<file path="src/hdl/clm_pkg.sv">
`timescale 1ns / 1ps
// ----------------------------------------------------------------------------
// Circular list manager package
// Shared constants, operation and status codes, controller states and the
// command and status bundles between the controller and the datapath.
// ----------------------------------------------------------------------------
package clm_pkg;

  localparam int CAPACITY_DEF = 16;
  localparam int VALUE_W      = 32;

  typedef enum logic [1:0] {
    MODE_FRONT  = 2'd0,
    MODE_END    = 2'd1,
    MODE_DELETE = 2'd2,
    MODE_LIST   = 2'd3
  } mode_t;

  typedef enum logic [1:0] {
    ST_OK        = 2'd0,
    ST_EMPTY     = 2'd1,
    ST_NOT_FOUND = 2'd2,
    ST_FULL      = 2'd3
  } status_t;

  typedef enum logic [2:0] {
    S_IDLE,
    S_INSERT,
    S_INS_LINK,
    S_LOAD,
    S_DEL_WALK,
    S_DEL_FIX,
    S_LIST_WALK,
    S_RESULT
  } state_t;

  // Read address source for the linked store.
  typedef enum logic [1:0] {
    RD_HOLD,
    RD_HEAD,
    RD_NEXT
  } rd_sel_t;

  typedef struct packed {
    logic    latch_op;
    rd_sel_t rd_sel;
    logic    ins_write;
    logic    ins_link;
    logic    del_fix;
    logic    set_status;
    status_t status_code;
    logic    emit_item;
    logic    emit_status;
  } dp_cmd_t;

  typedef struct packed {
    mode_t op_mode;
    logic  empty;
    logic  full;
    logic  match;
    logic  walk_end;
    logic  out_free;
  } dp_sts_t;

endpackage

</file>
<file path="src/hdl/clm_ram.sv">
`timescale 1ns / 1ps
// ----------------------------------------------------------------------------
// Generic RAM
// One write port and one read port with registered read data.
// ----------------------------------------------------------------------------
module clm_ram #(
  parameter int WIDTH = clm_pkg::VALUE_W,
  parameter int DEPTH = clm_pkg::CAPACITY_DEF
) (
  input  logic                     clk,
  input  logic                     we,
  input  logic [$clog2(DEPTH)-1:0] waddr,
  input  logic [WIDTH-1:0]         wdata,
  input  logic [$clog2(DEPTH)-1:0] raddr,
  output logic [WIDTH-1:0]         rdata
);

  logic [WIDTH-1:0] mem [DEPTH];

  always_ff @(posedge clk) begin
    if (we) begin
      mem[waddr] <= wdata;
    end
    rdata <= mem[raddr];
  end

endmodule

</file>
<file path="src/hdl/clm_ctrl.sv">
`timescale 1ns / 1ps
// ----------------------------------------------------------------------------
// Circular list manager controller
// Sequences inserts, deletes and list walks, and issues datapath commands.
// ----------------------------------------------------------------------------
module clm_ctrl (
  input  logic              clk,
  input  logic              rst,
  input  logic              cmd_valid,
  input  logic [1:0]        mode,
  output logic              cmd_stall,
  input  clm_pkg::dp_sts_t  sts,
  output clm_pkg::dp_cmd_t  ctl
);

  import clm_pkg::*;

  state_t state;
  state_t state_next;

  always_ff @(posedge clk) begin
    if (rst) begin
      state <= S_IDLE;
    end else begin
      state <= state_next;
    end
  end

  always_comb begin
    state_next = state;
    unique case (state)
      S_IDLE: begin
        if (cmd_valid) begin
          if (mode_t'(mode) == MODE_FRONT || mode_t'(mode) == MODE_END) begin
            state_next = S_INSERT;
          end else begin
            state_next = S_LOAD;
          end
        end
      end
      S_INSERT: begin
        if (sts.full || sts.empty) begin
          state_next = S_RESULT;
        end else begin
          state_next = S_INS_LINK;
        end
      end
      S_INS_LINK: state_next = S_RESULT;
      S_LOAD: begin
        if (sts.empty) begin
          state_next = S_RESULT;
        end else if (sts.op_mode == MODE_DELETE) begin
          state_next = S_DEL_WALK;
        end else begin
          state_next = S_LIST_WALK;
        end
      end
      S_DEL_WALK: begin
        if (sts.match) begin
          state_next = S_DEL_FIX;
        end else if (sts.walk_end) begin
          state_next = S_RESULT;
        end
      end
      S_DEL_FIX: state_next = S_RESULT;
      S_LIST_WALK: begin
        if (sts.out_free && sts.walk_end) begin
          state_next = S_IDLE;
        end
      end
      S_RESULT: begin
        if (sts.out_free) begin
          state_next = S_IDLE;
        end
      end
      default: state_next = S_IDLE;
    endcase
  end

  always_comb begin
    ctl             = '0;
    ctl.rd_sel      = RD_HOLD;
    ctl.status_code = ST_OK;
    cmd_stall       = 1'b1;
    unique case (state)
      S_IDLE: begin
        cmd_stall    = 1'b0;
        ctl.latch_op = cmd_valid;
      end
      S_INSERT: begin
        if (sts.full) begin
          ctl.set_status  = 1'b1;
          ctl.status_code = ST_FULL;
        end else begin
          ctl.ins_write = 1'b1;
          // The first entry links to itself, so no second link write is needed.
          ctl.set_status = sts.empty;
        end
      end
      S_INS_LINK: begin
        ctl.ins_link   = 1'b1;
        ctl.set_status = 1'b1;
      end
      S_LOAD: begin
        if (sts.empty) begin
          ctl.set_status  = 1'b1;
          ctl.status_code = ST_EMPTY;
        end else begin
          ctl.rd_sel = RD_HEAD;
        end
      end
      S_DEL_WALK: begin
        if (!sts.match) begin
          if (sts.walk_end) begin
            ctl.set_status  = 1'b1;
            ctl.status_code = ST_NOT_FOUND;
          end else begin
            ctl.rd_sel = RD_NEXT;
          end
        end
      end
      S_DEL_FIX: begin
        ctl.del_fix    = 1'b1;
        ctl.set_status = 1'b1;
      end
      S_LIST_WALK: begin
        if (sts.out_free) begin
          ctl.emit_item = 1'b1;
          if (!sts.walk_end) begin
            ctl.rd_sel = RD_NEXT;
          end
        end
      end
      S_RESULT: begin
        ctl.emit_status = sts.out_free;
      end
      default: begin
        cmd_stall = 1'b1;
      end
    endcase
  end

endmodule

</file>
<file path="src/hdl/clm_datapath.sv">
`timescale 1ns / 1ps
// ----------------------------------------------------------------------------
// Circular list manager datapath
// Linked store, free map, list pointers, walk registers and result register.
// ----------------------------------------------------------------------------
module clm_datapath #(
  parameter int CAPACITY = clm_pkg::CAPACITY_DEF
) (
  input  logic                               clk,
  input  logic                               rst,
  input  clm_pkg::dp_cmd_t                   ctl,
  output clm_pkg::dp_sts_t                   sts,
  input  logic [1:0]                         mode,
  input  logic signed [clm_pkg::VALUE_W-1:0] value,
  output logic                               res_valid,
  input  logic                               res_stall,
  output logic [1:0]                         status,
  output logic signed [clm_pkg::VALUE_W-1:0] item,
  output logic                               item_valid,
  output logic                               last
);

  import clm_pkg::*;

  localparam int AW = $clog2(CAPACITY);
  localparam int CW = $clog2(CAPACITY + 1);

  mode_t                     op_mode;
  logic signed [VALUE_W-1:0] op_value;
  status_t                   res_code;

  logic [CAPACITY-1:0] free_map;
  logic [AW-1:0]       head;
  logic [AW-1:0]       tail;
  logic [CW-1:0]       count;
  logic [AW-1:0]       cur;
  logic [AW-1:0]       prev;
  logic [CW-1:0]       step;
  logic [AW-1:0]       slot;

  logic [CAPACITY-1:0] low_free;
  logic [AW-1:0]       slot_idx;
  logic [AW-1:0]       rd_addr;
  logic [VALUE_W-1:0]  val_rdata;
  logic [AW-1:0]       link_rdata;
  logic                lnk_we;
  logic [AW-1:0]       lnk_waddr;
  logic [AW-1:0]       lnk_wdata;
  logic                empty;
  logic                one_left;
  logic                walk_end;
  logic                out_free;

  assign empty    = (count == '0);
  assign one_left = (count == CW'(1));
  assign walk_end = ((step + CW'(1)) == count);
  assign out_free = !res_valid || !res_stall;

  // A new value takes the lowest-numbered free entry.
  assign low_free = free_map & (~free_map + CAPACITY'(1));

  always_comb begin
    slot_idx = '0;
    for (int i = 0; i < CAPACITY; i++) begin
      if (low_free[i]) begin
        slot_idx = slot_idx | AW'(i);
      end
    end
  end

  always_comb begin
    case (ctl.rd_sel)
      RD_HEAD: rd_addr = head;
      RD_NEXT: rd_addr = link_rdata;
      default: rd_addr = cur;
    endcase
  end

  always_comb begin
    lnk_we    = 1'b0;
    lnk_waddr = tail;
    lnk_wdata = slot;
    if (ctl.ins_write) begin
      lnk_we    = 1'b1;
      lnk_waddr = slot_idx;
      lnk_wdata = empty ? slot_idx : head;
    end else if (ctl.ins_link) begin
      lnk_we = 1'b1;
    end else if (ctl.del_fix && !one_left) begin
      lnk_we = 1'b1;
      if (cur == head) begin
        lnk_waddr = tail;
        lnk_wdata = link_rdata;
      end else if (cur == tail) begin
        lnk_waddr = prev;
        lnk_wdata = head;
      end else begin
        lnk_waddr = prev;
        lnk_wdata = link_rdata;
      end
    end
  end

  clm_ram #(
    .WIDTH(VALUE_W),
    .DEPTH(CAPACITY)
  ) u_values (
    .clk  (clk),
    .we   (ctl.ins_write),
    .waddr(slot_idx),
    .wdata(op_value),
    .raddr(rd_addr),
    .rdata(val_rdata)
  );

  clm_ram #(
    .WIDTH(AW),
    .DEPTH(CAPACITY)
  ) u_links (
    .clk  (clk),
    .we   (lnk_we),
    .waddr(lnk_waddr),
    .wdata(lnk_wdata),
    .raddr(rd_addr),
    .rdata(link_rdata)
  );

  always_ff @(posedge clk) begin
    if (rst) begin
      free_map <= '1;
      head     <= '0;
      tail     <= '0;
      count    <= '0;
    end else if (ctl.ins_write) begin
      free_map[slot_idx] <= 1'b0;
      if (empty) begin
        head  <= slot_idx;
        tail  <= slot_idx;
        count <= count + CW'(1);
      end
    end else if (ctl.ins_link) begin
      if (op_mode == MODE_FRONT) begin
        head <= slot;
      end else begin
        tail <= slot;
      end
      count <= count + CW'(1);
    end else if (ctl.del_fix) begin
      free_map[cur] <= 1'b1;
      count         <= count - CW'(1);
      if (one_left) begin
        head <= '0;
        tail <= '0;
      end else if (cur == head) begin
        head <= link_rdata;
      end else if (cur == tail) begin
        tail <= prev;
      end
    end
  end

  always_ff @(posedge clk) begin
    if (ctl.latch_op) begin
      op_mode  <= mode_t'(mode);
      op_value <= value;
    end
    if (ctl.ins_write) begin
      slot <= slot_idx;
    end
    if (ctl.set_status) begin
      res_code <= ctl.status_code;
    end
    case (ctl.rd_sel)
      RD_HEAD: begin
        cur  <= head;
        prev <= tail;
        step <= '0;
      end
      RD_NEXT: begin
        cur  <= link_rdata;
        prev <= cur;
        step <= step + CW'(1);
      end
      default: begin
        cur <= cur;
      end
    endcase
  end

  // Result register: a new result is loaded only when the slot is free.
  always_ff @(posedge clk) begin
    if (rst) begin
      res_valid <= 1'b0;
    end else if (ctl.emit_item || ctl.emit_status) begin
      res_valid <= 1'b1;
    end else if (!res_stall) begin
      res_valid <= 1'b0;
    end
  end

  always_ff @(posedge clk) begin
    if (ctl.emit_item) begin
      status     <= ST_OK;
      item       <= val_rdata;
      item_valid <= 1'b1;
      last       <= walk_end;
    end else if (ctl.emit_status) begin
      status     <= res_code;
      item       <= '0;
      item_valid <= 1'b0;
      last       <= 1'b1;
    end
  end

  assign sts.op_mode  = op_mode;
  assign sts.empty    = empty;
  assign sts.full     = (count == CW'(CAPACITY));
  assign sts.match    = (val_rdata == op_value);
  assign sts.walk_end = walk_end;
  assign sts.out_free = out_free;

endmodule

</file>
<file path="src/hdl/circular_list_manager.sv">
`timescale 1ns / 1ps
// ----------------------------------------------------------------------------
// Circular list manager
// Ordered circular list of signed values in a linked store with a free map.
// ----------------------------------------------------------------------------
// Each command transfer is one operation: insert at front, insert at end,
// delete the first entry equal to the value, or list every value from head
// to tail. One command is worked on at a time. An insert writes the entry
// and its link in S_INSERT and links it into the list in S_INS_LINK, or,
// if the store is full (no write) or the list was empty, goes to S_RESULT.
// Delete and list walk the linked store one entry per cycle through its
// registered read port, a list only while the result side does not stall;
// a list gives count items, the last marked by last. A new command is taken
// as soon as the last result of the previous one sits in the result register.
module circular_list_manager #(
  parameter int CAPACITY = clm_pkg::CAPACITY_DEF
) (
  input  logic                               clk,
  input  logic                               rst,
  input  logic                               cmd_valid,
  output logic                               cmd_stall,
  input  logic [1:0]                         mode,
  input  logic signed [clm_pkg::VALUE_W-1:0] value,
  output logic                               res_valid,
  input  logic                               res_stall,
  output logic [1:0]                         status,
  output logic signed [clm_pkg::VALUE_W-1:0] item,
  output logic                               item_valid,
  output logic                               last
);

  import clm_pkg::*;

  dp_cmd_t ctl;
  dp_sts_t sts;

  clm_ctrl u_ctrl (
    .clk      (clk),
    .rst      (rst),
    .cmd_valid(cmd_valid),
    .mode     (mode),
    .cmd_stall(cmd_stall),
    .sts      (sts),
    .ctl      (ctl)
  );

  clm_datapath #(
    .CAPACITY(CAPACITY)
  ) u_datapath (
    .clk       (clk),
    .rst       (rst),
    .ctl       (ctl),
    .sts       (sts),
    .mode      (mode),
    .value     (value),
    .res_valid (res_valid),
    .res_stall (res_stall),
    .status    (status),
    .item      (item),
    .item_valid(item_valid),
    .last      (last)
  );

`ifndef NO_ASSERTIONS
  a_emit_needs_room: assert property (@(posedge clk) disable iff (rst)
    (ctl.emit_item || ctl.emit_status) |-> sts.out_free)
    else $error("Result loaded while the result register was occupied.");

  a_busy_after_cmd: assert property (@(posedge clk) disable iff (rst)
    (cmd_valid && !cmd_stall) |=> cmd_stall)
    else $error("Command port did not stall after a command transfer.");

  a_no_insert_when_full: assert property (@(posedge clk) disable iff (rst)
    ctl.ins_write |-> !sts.full)
    else $error("Entry written into a full store.");

  a_one_update: assert property (@(posedge clk) disable iff (rst)
    $onehot0({ctl.ins_write, ctl.ins_link, ctl.del_fix}))
    else $error("More than one list update in the same cycle.");
`endif

endmodule
</file>
<file path="config.mk">
export PLATFORM = sky130hd
export DESIGN_NAME = circular_list_manager
export DESIGN_NICKNAME = d
export VERILOG_FILES = /design/src/hdl/clm_pkg.sv /design/src/hdl/clm_ram.sv /design/src/hdl/clm_ctrl.sv /design/src/hdl/clm_datapath.sv /design/src/hdl/circular_list_manager.sv
export SDC_FILE = /design/constraint.sdc
export NUM_CORES = 1
export LEC_CHECK = 0
export BUFFER_PORTS_ARGS = -buffer_cell sky130_fd_sc_hd__buf_2
export CAP_MARGIN = 20
export CORE_UTILIZATION = 56
export DETAILED_ROUTE_END_ITERATION = 8
export GPL_ROUTABILITY_DRIVEN = 1
export PLACE_DENSITY_LB_ADDON = 0.25
export SETUP_SLACK_MARGIN = 0.1
export SLEW_MARGIN = 20
export SYNTH_ARGS = -nofsm -noshare
export SYNTH_HDL_FRONTEND = slang
export SYNTH_SLANG_ARGS = --single-unit
</file>
<file path="constraint.sdc">
create_clock -name clk -period 3.26 [get_ports clk]
set_clock_uncertainty 0.2 [all_clocks]
set_input_delay 0.326 -clock clk [delete_from_list [all_inputs] [get_ports clk]]
set_output_delay 0.326 -clock clk [all_outputs]
set_load 0.005 [all_outputs]
</file>
==> results of run 1 <==
## cells in the mapped netlist (4+ instances only)
cell,instances,area [sq um]
buf_2,26,130
a211oi_1,6,45.0
mux2i_1,7,70.1
a21o_1,4,30.0
xor2_1,11,96.3
nor2b_1,9,56.3
a21oi_1,31,155
nor4_1,8,50.1
nand3_1,7,35.0
inv_1,11,41.3
dfxtp_1,76,1520
nand2_1,95,357
mux4_2,144,3240
buf_6,7,78.8
and2_1,37,231
nor2_1,51,191
nand4_1,11,68.8
nor3_1,21,105
o21ai_0,16,80.1
o21bai_1,17,128
mux2_2,5,56.3
ha_1,6,75.1
clkbuf_1,30,113
a22oi_1,81,608
a31oi_1,9,56.3
xnor2_1,43,377
edfxtp_1,658,19800
## timing repair
item / CTS / global route
setup buffers: 17 / 8
gates cloned: 4 / 11
gates resized for setup: 59 / 55
hold buffers: 37 / 0
endpoints found under the hold margin: 37 / 0
setup endpoints to repair: 58 / 51
pin swaps: 23 / 59
## logic make-up after synthesis
kind of cell	after synthesis	share of synthesized area, %
XOR/XNOR	54	1.68
AND/OR/NAND/NOR	260	4.51
AO/OA/AOI/OAI	193	4.77
buffers and inverters	82	1.43
adder cells (fa/ha/maj)	6	0.266
flip-flops	734	75.4
multiplexers	156	11.9
## layer usage
metal  vias to the layer above  global-route usage (%)  part of all wire [%]
met5                         -                       0                     0
met4                         0                    8.81                   2.6
met3                       107                    4.96                   7.4
met2                       781                    46.1                    51
met1                      8031                    36.3                    39
li1                       6696                       -                     -
## layout make-up
class / count / area (sq um)
Inverter: 13 / 48.8
Timing Repair Buffer: 339 / 3300
Multi-Input combinational cell: 669 / 7140
Tap cell: 664 / 831
Fill cell: 2979 / 14400
Clock inverter: 29 / 256
Clock buffer: 106 / 2060
Sequential cell: 734 / 21300
## layout by cell type (no fill, tap or decap), types with 10 or more instances in the layout
cell	n
edfxtp_1	658
buf_4	160
mux4_2	144
nand2_1	95
clkbuf_16	84
dfxtp_1	76
buf_2	75
a22oi_2	67
xnor2_1	39
dlygate4sd3_1	37
and2_1	36
buf_12	34
nor2_1	32
a21oi_1	31
clkbuf_1	24
nor3_1	21
nor2_4	18
o21bai_1	17
a22oi_1	14
o21ai_0	14
clkinv_2	13
xor2_1	11
nand4_1	11
buf_6	11
inv_1	10
buf_16	10
## metrics by stage
step	hold WS, ns	setup slack (ns)	total power, W	TNS, ns
after floorplan	0.225	-0.326	0.0187	-88.61
after global placement	0.231	-0.778	0.0224	-25.30
after detailed placement	0.243	-0.907	0.0226	-30.98
after CTS	0.199	-0.639	0.0317	-21.37
after global routing	0.222	-0.834	0.0337	-28.23
final	0.221	-0.721	0.0325	-24.40
## power breakdown
group          switching [W]  total [W]  internal, W
sequential          0.000622     0.0123       0.0117
clock                0.00345    0.00818      0.00473
combinational        0.00623     0.0121      0.00583
## sequential cells by signal, summed over array words and instances, names as in the netlist
signal	flops
u_datapath.res_valid	1
u_datapath.slot	4
u_datapath.cur	4
u_datapath.u_values.rdata	32
u_datapath.tail	4
u_datapath.u_links.rdata	4
u_datapath.status	2
u_datapath.item_valid	1
u_datapath.item	32
u_datapath.op_value	32
u_datapath.prev	4
u_datapath.free_map	16
u_datapath.u_links.mem	64
u_datapath.last	1
u_datapath.op_mode	2
u_ctrl.state	3
u_datapath.count	5
u_datapath.head	4
u_datapath.u_values.mem	512
u_datapath.step	5
u_datapath.res_code	2
## worst paths after layout
check | cells after the start | from | end
setup / recovery | 16 | u_datapath.op_value[23] | u_datapath.u_values.rdata[21]
hold / removal | 2 | value[0] | u_datapath.op_value[0]
setup reg to reg | 16 | u_datapath.op_value[23] | u_datapath.u_values.rdata[21]
hold reg to reg | 2 | u_datapath.status[0] | u_datapath.status[0]
==> results.yml, run 1 <==
worst_setup_path:
  crit_path_end_kind: "flop"
  path_cells: "xnor2_1 -> buf_4 -> nand4_1 -> buf_4 -> nor4_4 -> a211oi_2 -> o21ai_2 -> ha_4 -> a22oi_2 -> o21ai_4 -> buf_8 -> buf_16 -> buf_16 -> mux4_2 -> a22oi_2 -> nand2_1"
  crit_family: "compound AO/OA/AOI/OAI gates"
  critPathBufInv: 5
  critical-path-max-stage-delay_ns: 0.51
  worstPathArrival_ns: 4.27
  critPathSlowestCell: "mux4_2"
  required_ns: 3.55
  worst_setup_path_start_kind: "flop"
  rrSetupSlack_ns: -0.72
  crit_path_max_fanout: 7
  crit_type: "flop to flop"
sta:
  setup_ws_ns: -0.721
  rsz0062_at_grt: "true"
  finalCritPeriodShare_pct: 122
  fmax_ghz: 0.251
  slew_viol_final: 0
  worst_slew_pin_slew_ns: 0.787
  setup_violations: 40
  hold_violations: 0
  slew_headroom_pct: 47.4
  layout_min_cycle_time_ns: 3.98
drt:
  drt_first_pass_iters: 5
  viasPerCell: 6.11
  remaining_drc_errors: 0
  wl_per_cell_um: 27.4
  wirelength_um: 70100
  num_vias: 15615
  drt_iter0_drc: 1700
  ant_nets: 0
die:
  core_sq_um: 49400
  start_util_pct: 57.2
  pin_count: 76
  dieArea_sq_um: 51300
  die_w_um: 226
  die_h_um: 226
  num_rows: 81
power_and_ir_drop:
  leakage_nw: 11.8
  power_density_nw_per_um2: 932
  ir_worst_vdd_mv: 0.674
placed_design:
  post-dp-hpwl_um: 39400
  postPlaceCellArea_sq_um: 31200
  dp.cells: 2345
  io_buffer_count: 75
  gp_congestion: 0.881
clock_network:
  clock_sinks: 734
  numCtsBuffers: 74
  h-tree-depth: 3
  clk_path_buf_depth: 3
  cts-root-buf: "clkbuf_16"
  clk-insertion-delay-late_ns: 0.61
  cts_tree: "done"
  clkTransAtPathRegs_ns: 0.06
synthesis:
  synth_edf_count: 658
  ys_seq_area_share_pct: 75.4
  ys_seq_elements: 734
  yosys_warnings: 0
  synthArstFlopShare_pct: 0
  netlist-cell-type-count: 65
  syn-mean-instance-area_sq_um: 19.0
  ys.flop_type: "edfxtp_1"
  syn_inst: 1485
  syn_nets: 1529
  syn_area_sq_um: 28200
global_route:
  grt_antenna_before_repair: 0
  grt_pass1_vias: 15677
  grt_max_degree: 51
  grt_pass1_wl_um: 99600
  grt_usage_pct: 27.4
  grt-ovfl-total: 0
cells_and_area:
  post-route-util_pct: 70.7
  drive_above_1_share_pct: 35.7
  antenna_cells: 0
  area.growth.synth_to_final_pct: 23.7
  fin_cells: 2554
  final_area_sq_um: 34900
  nNetsFinal: 1875
worst_hold_path:
  min-delay-path-class: "primary input to flop"
status:
  failed_checks: "setup timing"
  status: "finished, violations left"
job:
  timing.max_cap.violations: 0
Note: power is estimated with default switching activity, not from simulation.
==> run 2, diff against run 1 <==
--- a/config.mk
+++ b/config.mk
@@ -7,7 +7,9 @@
 export LEC_CHECK = 0
 export BUFFER_PORTS_ARGS = -buffer_cell sky130_fd_sc_hd__buf_2
 export CAP_MARGIN = 20
-export CORE_UTILIZATION = 56
+export CELL_PAD_IN_SITES_DETAIL_PLACEMENT = 0
+export CELL_PAD_IN_SITES_GLOBAL_PLACEMENT = 1
+export CORE_UTILIZATION = 49
 export DETAILED_ROUTE_END_ITERATION = 8
 export GPL_ROUTABILITY_DRIVEN = 1
 export PLACE_DENSITY_LB_ADDON = 0.25
==> results.yml, run 2 (synthesized netlist as in run 1, its figures left out) <==
global_route:
  grt_max_degree: 37
  grt_pass1_vias: 15978
  grt_antenna_before_repair: 1
  grt-ovfl-total: 0
  grt_usage_pct: 24.1
  grt_pass1_wl_um: 103000
placed_design:
  io_buffer_count: 75
  gp_congestion: 0.829
  post-dp-hpwl_um: 40900
  pre_cts_slack_ns: -1.09
  dp.cells: 2462
sta:
  rsz0062_at_grt: "true"
  fmax_ghz: 0.254
  worst_slew_pin_slew_ns: 0.692
  slew_headroom_pct: 53.8
  layout_min_cycle_time_ns: 3.94
  setup_ws_ns: -0.684
  setup_violations: 36
  finalCritPeriodShare_pct: 121
  slew_viol_final: 0
  hold_violations: 0
cells_and_area:
  fin_cells: 2664
  top_register: "u_datapath.u_values.mem"
  antenna_cells: 0
  mostFrequentLayoutCells: "edfxtp_1, buf_4, mux4_2"
  area.growth.synth_to_final_pct: 25.7
  fillers: 3962
  nNetsFinal: 1891
  final_common_cell: "edfxtp_1"
  reg_top3: "u_datapath.u_values.mem (512), u_datapath.u_links.mem (64)"
  post-route-util_pct: 62.7
  drive_above_1_share_pct: 36.2
  largest_reg_flops: 512
drt:
  drt_first_pass_iters: 5
  wl_per_cell_um: 25.9
  num_vias: 15342
  ant_nets: 0
  wirelength_um: 69000
  remaining_drc_errors: 0
  viasPerCell: 5.76
  drt_iter0_drc: 1405
worst_setup_path:
  required_ns: 3.56
  critPathBufInv: 5
  worst_setup_path_start_kind: "flop"
  critical-path-max-stage-delay_ns: 0.51
  path_cells: "xnor2_1 -> nand4_1 -> nor4_4 -> buf_4 -> a211oi_4 -> o21ai_2 -> ha_4 -> a22oi_2 -> o21ai_4 -> buf_4 -> buf_6 -> buf_16 -> buf_8 -> mux4_2 -> a22oi_1 -> nand2_1"
  crit_path_frequent_cell: "buf_4"
  worstPathArrival_ns: 4.24
  crit_path_end_kind: "flop"
  reg2reg_from: "u_datapath.op_value[22]"
  crit_family: "compound AO/OA/AOI/OAI gates"
  worst-r2r-cell-count: 16
  critPathSlowestCell: "edfxtp_1"
  rrSetupSlack_ns: -0.68
  rr_endpoint: "u_datapath.u_values.rdata[31]"
  crit_path_max_fanout: 7
  crit_type: "flop to flop"
clock_network:
  cts_tree: "done"
  clock_sinks: 734
  clk-insertion-delay-late_ns: 0.62
  numCtsBuffers: 77
  cts-root-buf: "clkbuf_16"
  clkTransAtPathRegs_ns: 0.06
  h-tree-depth: 3
  clk_path_buf_depth: 3
die:
  dieArea_sq_um: 58600
  core_sq_um: 56600
  die_w_um: 242
  num_rows: 87
  pin_count: 76
  die_h_um: 242
  start_util_pct: 49.9
worst_hold_path:
  hold_end: "u_datapath.op_value[14]"
  holdPathStages: 2
  min-delay-path-class: "primary input to flop"
  hold_start: "value[14]"
power_and_ir_drop:
  p_total_w: 0.0336
  leakage_nw: 12.0
  ir_worst_vdd_mv: 0.555
  power_density_nw_per_um2: 946
status:
  failed_checks: "setup timing"
  status: "finished, violations left"
job:
  timing.max_cap.violations: 0
run 2: changes by cell type in the layout (fill, tap and decap cells not counted), moves of 4 or more:
cell and delta:
clkinv_1 +5, clkinv_2 -4, buf_4 +10, buf_12 +9
clkbuf_1 -8, a22oi_2 -8, a22oi_1 +8, bufinv_16 +7
run 2: final cells by class:
class,instances,area (sq um),share of cell area [%]
Sequential cell,734,21300,60.0
Multi-Input combinational cell,669,7140,20.1
Timing Repair Buffer,352,3410,9.61
Clock buffer,104,2170,6.12
Tap cell,756,946,2.67
Clock inverter,36,484,1.36
Inverter,13,48.8,0.138
run 2: worst register-to-register path, cell delays in order (launching register included):
cell and delay (ns):
edfxtp_1 0.51, xnor2_1 0.35, nand4_1 0.20, nor4_4 0.36
buf_4 0.18, a211oi_4 0.06, o21ai_2 0.22, ha_4 0.17
a22oi_2 0.09, o21ai_4 0.21, buf_4 0.15, buf_6 0.10
buf_16 0.13, buf_8 0.13, mux4_2 0.50, a22oi_1 0.20
nand2_1 0.09
run 2: power by group:
| part | leakage, nW | internal, W | switching (W) | total (W) |
|---|---|---|---|---|
| sequential | 6.59 | 0.0117 | 0.000635 | 0.0123 |
| combinational | 4.10 | 0.00600 | 0.00610 | 0.0121 |
| clock | 1.30 | 0.00556 | 0.00360 | 0.00916 |
run 2: what timing repair did:
| item | CTS | global route |
|---|---|---|
| hold buffers | 37 | 0 |
| cloned | 8 | 1 |
| setup buffers | 15 | 1 |
| pin swaps | 49 | 16 |
| setup endpoints to repair | 58 | 67 |
| gates resized for setup | 79 | 38 |
| endpoints found under the hold margin | 37 | 0 |
run 2: worst max path at each step:
stage	start	to	slack (ns)	cells after the start
final	u_datapath.op_value[22]	u_datapath.u_values.rdata[31]	-0.68	16
after global routing	u_datapath.op_value[26]	u_datapath.u_values.rdata[26]	-0.83	16
after CTS	u_datapath.op_value[26]	u_datapath.u_values.rdata[25]	-0.72	16
after detailed placement	u_datapath.op_value[26]	u_datapath.u_values.rdata[10]	-1.09	14
after global placement	u_datapath.op_value[26]	u_datapath.u_values.rdata[10]	-1.09	14
after floorplan	u_datapath.count[0]	u_datapath.u_values.mem[12][0]	-0.33	8
run 2: per-stage QoR:
step | instance area, sq um | hold WS [ns] | TNS, ns
final | 35500 | 0.216 | -22.60
after floorplan | 28400 | 0.225 | -88.61
after global placement | 31500 | 0.234 | -40.78
after CTS | 35300 | 0.176 | -24.84
after global routing | 35500 | 0.190 | -27.97
after detailed placement | 31500 | 0.247 | -40.10
run 2: per-layer routing:
metal  track usage [%]  routed length, um  part of all wire [%]
met5                 0                  0                     0
met4              7.11               1730                   2.5
met3              4.55               4270                   6.2
met2              39.8              34200                    50
met1              32.6              28800                    42
==> run 3, diff against run 2 <==
--- a/config.mk
+++ b/config.mk
@@ -12,6 +12,7 @@
 export CORE_UTILIZATION = 49
 export DETAILED_ROUTE_END_ITERATION = 8
 export GPL_ROUTABILITY_DRIVEN = 1
+export MAX_ROUTING_LAYER = met4
 export PLACE_DENSITY_LB_ADDON = 0.25
 export SETUP_SLACK_MARGIN = 0.1
 export SLEW_MARGIN = 20
==> results.yml, run 3 (synthesized netlist as in run 1, its figures left out) <==
worst_setup_path:
  required_ns: 3.57
  worst_setup_path_start_kind: "flop"
  worstPathArrival_ns: 4.23
  crit_path_end_kind: "flop"
  crit_path_max_fanout: 12
  crit_type: "flop to flop"
sta:
  fin_hold_ws_ns: 0.212
  hold_violations: 0
  slew_viol_final: 0
  setup_ws_ns: -0.663
  layout_min_cycle_time_ns: 3.92
  slew_headroom_pct: 54.7
  finalCritPeriodShare_pct: 120
  fmax_ghz: 0.255
  fin_setup_tns_ns: -21.66
  rsz0062_at_grt: "true"
  setup_violations: 36
  worst_slew_pin_slew_ns: 0.680
cells_and_area:
  antenna_cells: 0
  mostFrequentLayoutCells: "edfxtp_1, buf_4, mux4_2"
  final_common_cell: "edfxtp_1"
  top_register: "u_datapath.u_values.mem"
  post-route-util_pct: 62.7
  nNetsFinal: 1893
  largest_reg_flops: 512
  reg_top3: "u_datapath.u_values.mem (512), u_datapath.u_links.mem (64)"
  area.growth.synth_to_final_pct: 25.8
  fin_cells: 2666
  fillers: 3962
  drive_above_1_share_pct: 36.2
die:
  num_rows: 87
  core_sq_um: 56600
  die_w_um: 242
  dieArea_sq_um: 58600
  die_h_um: 242
  start_util_pct: 49.9
  pin_count: 76
drt:
  viasPerCell: 5.78
  ant_nets: 0
  drt_first_pass_iters: 5
  num_vias: 15421
  wirelength_um: 69200
  remaining_drc_errors: 0
  wl_per_cell_um: 25.9
  drt_iter0_drc: 1381
clock_network:
  clk-insertion-delay-late_ns: 0.63
  clock_sinks: 734
  clkTransAtPathRegs_ns: 0.06
  numCtsBuffers: 77
  h-tree-depth: 3
  cts_tree: "done"
  clk_path_buf_depth: 3
  cts-root-buf: "clkbuf_16"
status:
  failed_checks: "setup timing"
  status: "finished, violations left"
worst_hold_path:
  min-delay-path-class: "primary input to flop"
global_route:
  grt_pass1_vias: 15960
  grt_pass1_wl_um: 103000
  grt_usage_pct: 24.8
  grt_antenna_before_repair: 1
  grt-ovfl-total: 0
  grt_max_degree: 37
power_and_ir_drop:
  leakage_nw: 12.0
  swShare_pct: 30.8
  power_density_nw_per_um2: 947
  power_frac_comb_pct: 36.1
  ir_worst_vdd_mv: 0.550
  power_frac_clock_pct: 27.3
  p_sw_w: 0.0104
  power_frac_seq_pct: 36.6
  internal_power_w: 0.0233
placed_design:
  pre_cts_slack_ns: -1.09
  io_buffer_count: 75
  gp_congestion: 0.842
  post-dp-hpwl_um: 40900
  dp.cells: 2462
job:
  timing.max_cap.violations: 0
run 3: cell types whose count changed in the layout (fill, tap and decap cells not counted), sizes merged:
cell / delta
buf: +1
clkbuf: +1
run 3: layer usage:
layer / track usage [%] / wire length (um) / up-vias
li1: - / - / 6734
met1: 32.5 / 28500 / 7990
met2: 39.9 / 34200 / 578
met3: 4.51 / 4590 / 119
met4: 7.22 / 1860 / 0
met5: - / 0 / -
run 3: final cells by class:
class | instances | area (sq um) | area share [%]
Clock buffer | 104 | 2170 | 6.12
Clock inverter | 36 | 484 | 1.36
Inverter | 13 | 48.8 | 0.137
Multi-Input combinational cell | 669 | 7130 | 20.1
Sequential cell | 734 | 21300 | 59.9
Tap cell | 756 | 946 | 2.66
Timing Repair Buffer | 354 | 3440 | 9.70
run 3: through the flow:
stage	area (sq um)	total power (W)
final	35500	0.0336
after global routing	35500	0.0350
after CTS	35300	0.0334
after detailed placement	31500	0.0230
after global placement	31500	0.0228
after floorplan	28400	0.0187
run 3: power by group through the flow:
stage	combinational, W	sequential [W]	clock [W]
4_1_cts	0.0118	0.0123	0.00930
6_report	0.0122	0.0123	0.00917
3_3_place_gp	0.0104	0.0124	0
5_1_grt	0.0130	0.0124	0.00966
2_1_floorplan	0.00633	0.0124	0
3_5_place_dp	0.0105	0.0125	0
run 3: final timing paths:
| path | startpoint | end | slack [ns] | cells past startpoint |
|---|---|---|---|---|
| hold reg to reg | u_datapath.item_valid | u_datapath.item_valid | 0.26 | 1 |
| setup / recovery | u_datapath.op_value[22] | u_datapath.u_values.rdata[31] | -0.66 | 17 |
| setup reg to reg | u_datapath.op_value[22] | u_datapath.u_values.rdata[31] | -0.66 | 17 |
| hold / removal | value[20] | u_datapath.op_value[20] | 0.21 | 2 |
run 3: critical path, stage by stage, from the launching register on:
cell and delay (ns):
edfxtp_1 0.50, xnor2_1 0.33, nand4_1 0.20, nor4_4 0.36, buf_4 0.18, a211oi_4 0.06, o21ai_2 0.22, ha_4 0.17
buf_4 0.10, buf_6 0.09, a22oi_2 0.09, o21ai_4 0.20, buf_12 0.17, buf_12 0.17, buf_4 0.17, mux4_2 0.31
a22oi_1 0.20, nand2_1 0.09
run 3: what timing repair did:
| action | 4_1_cts | 5_1_grt |
|---|---|---|
| hold endpoints to repair | 37 | 0 |
| setup endpoints to repair | 58 | 67 |
| gates cloned | 8 | 2 |
| resized for setup | 79 | 35 |
| buffers inserted | 15 | 2 |
| pin swaps | 49 | 18 |
| hold buffers | 37 | 0 |
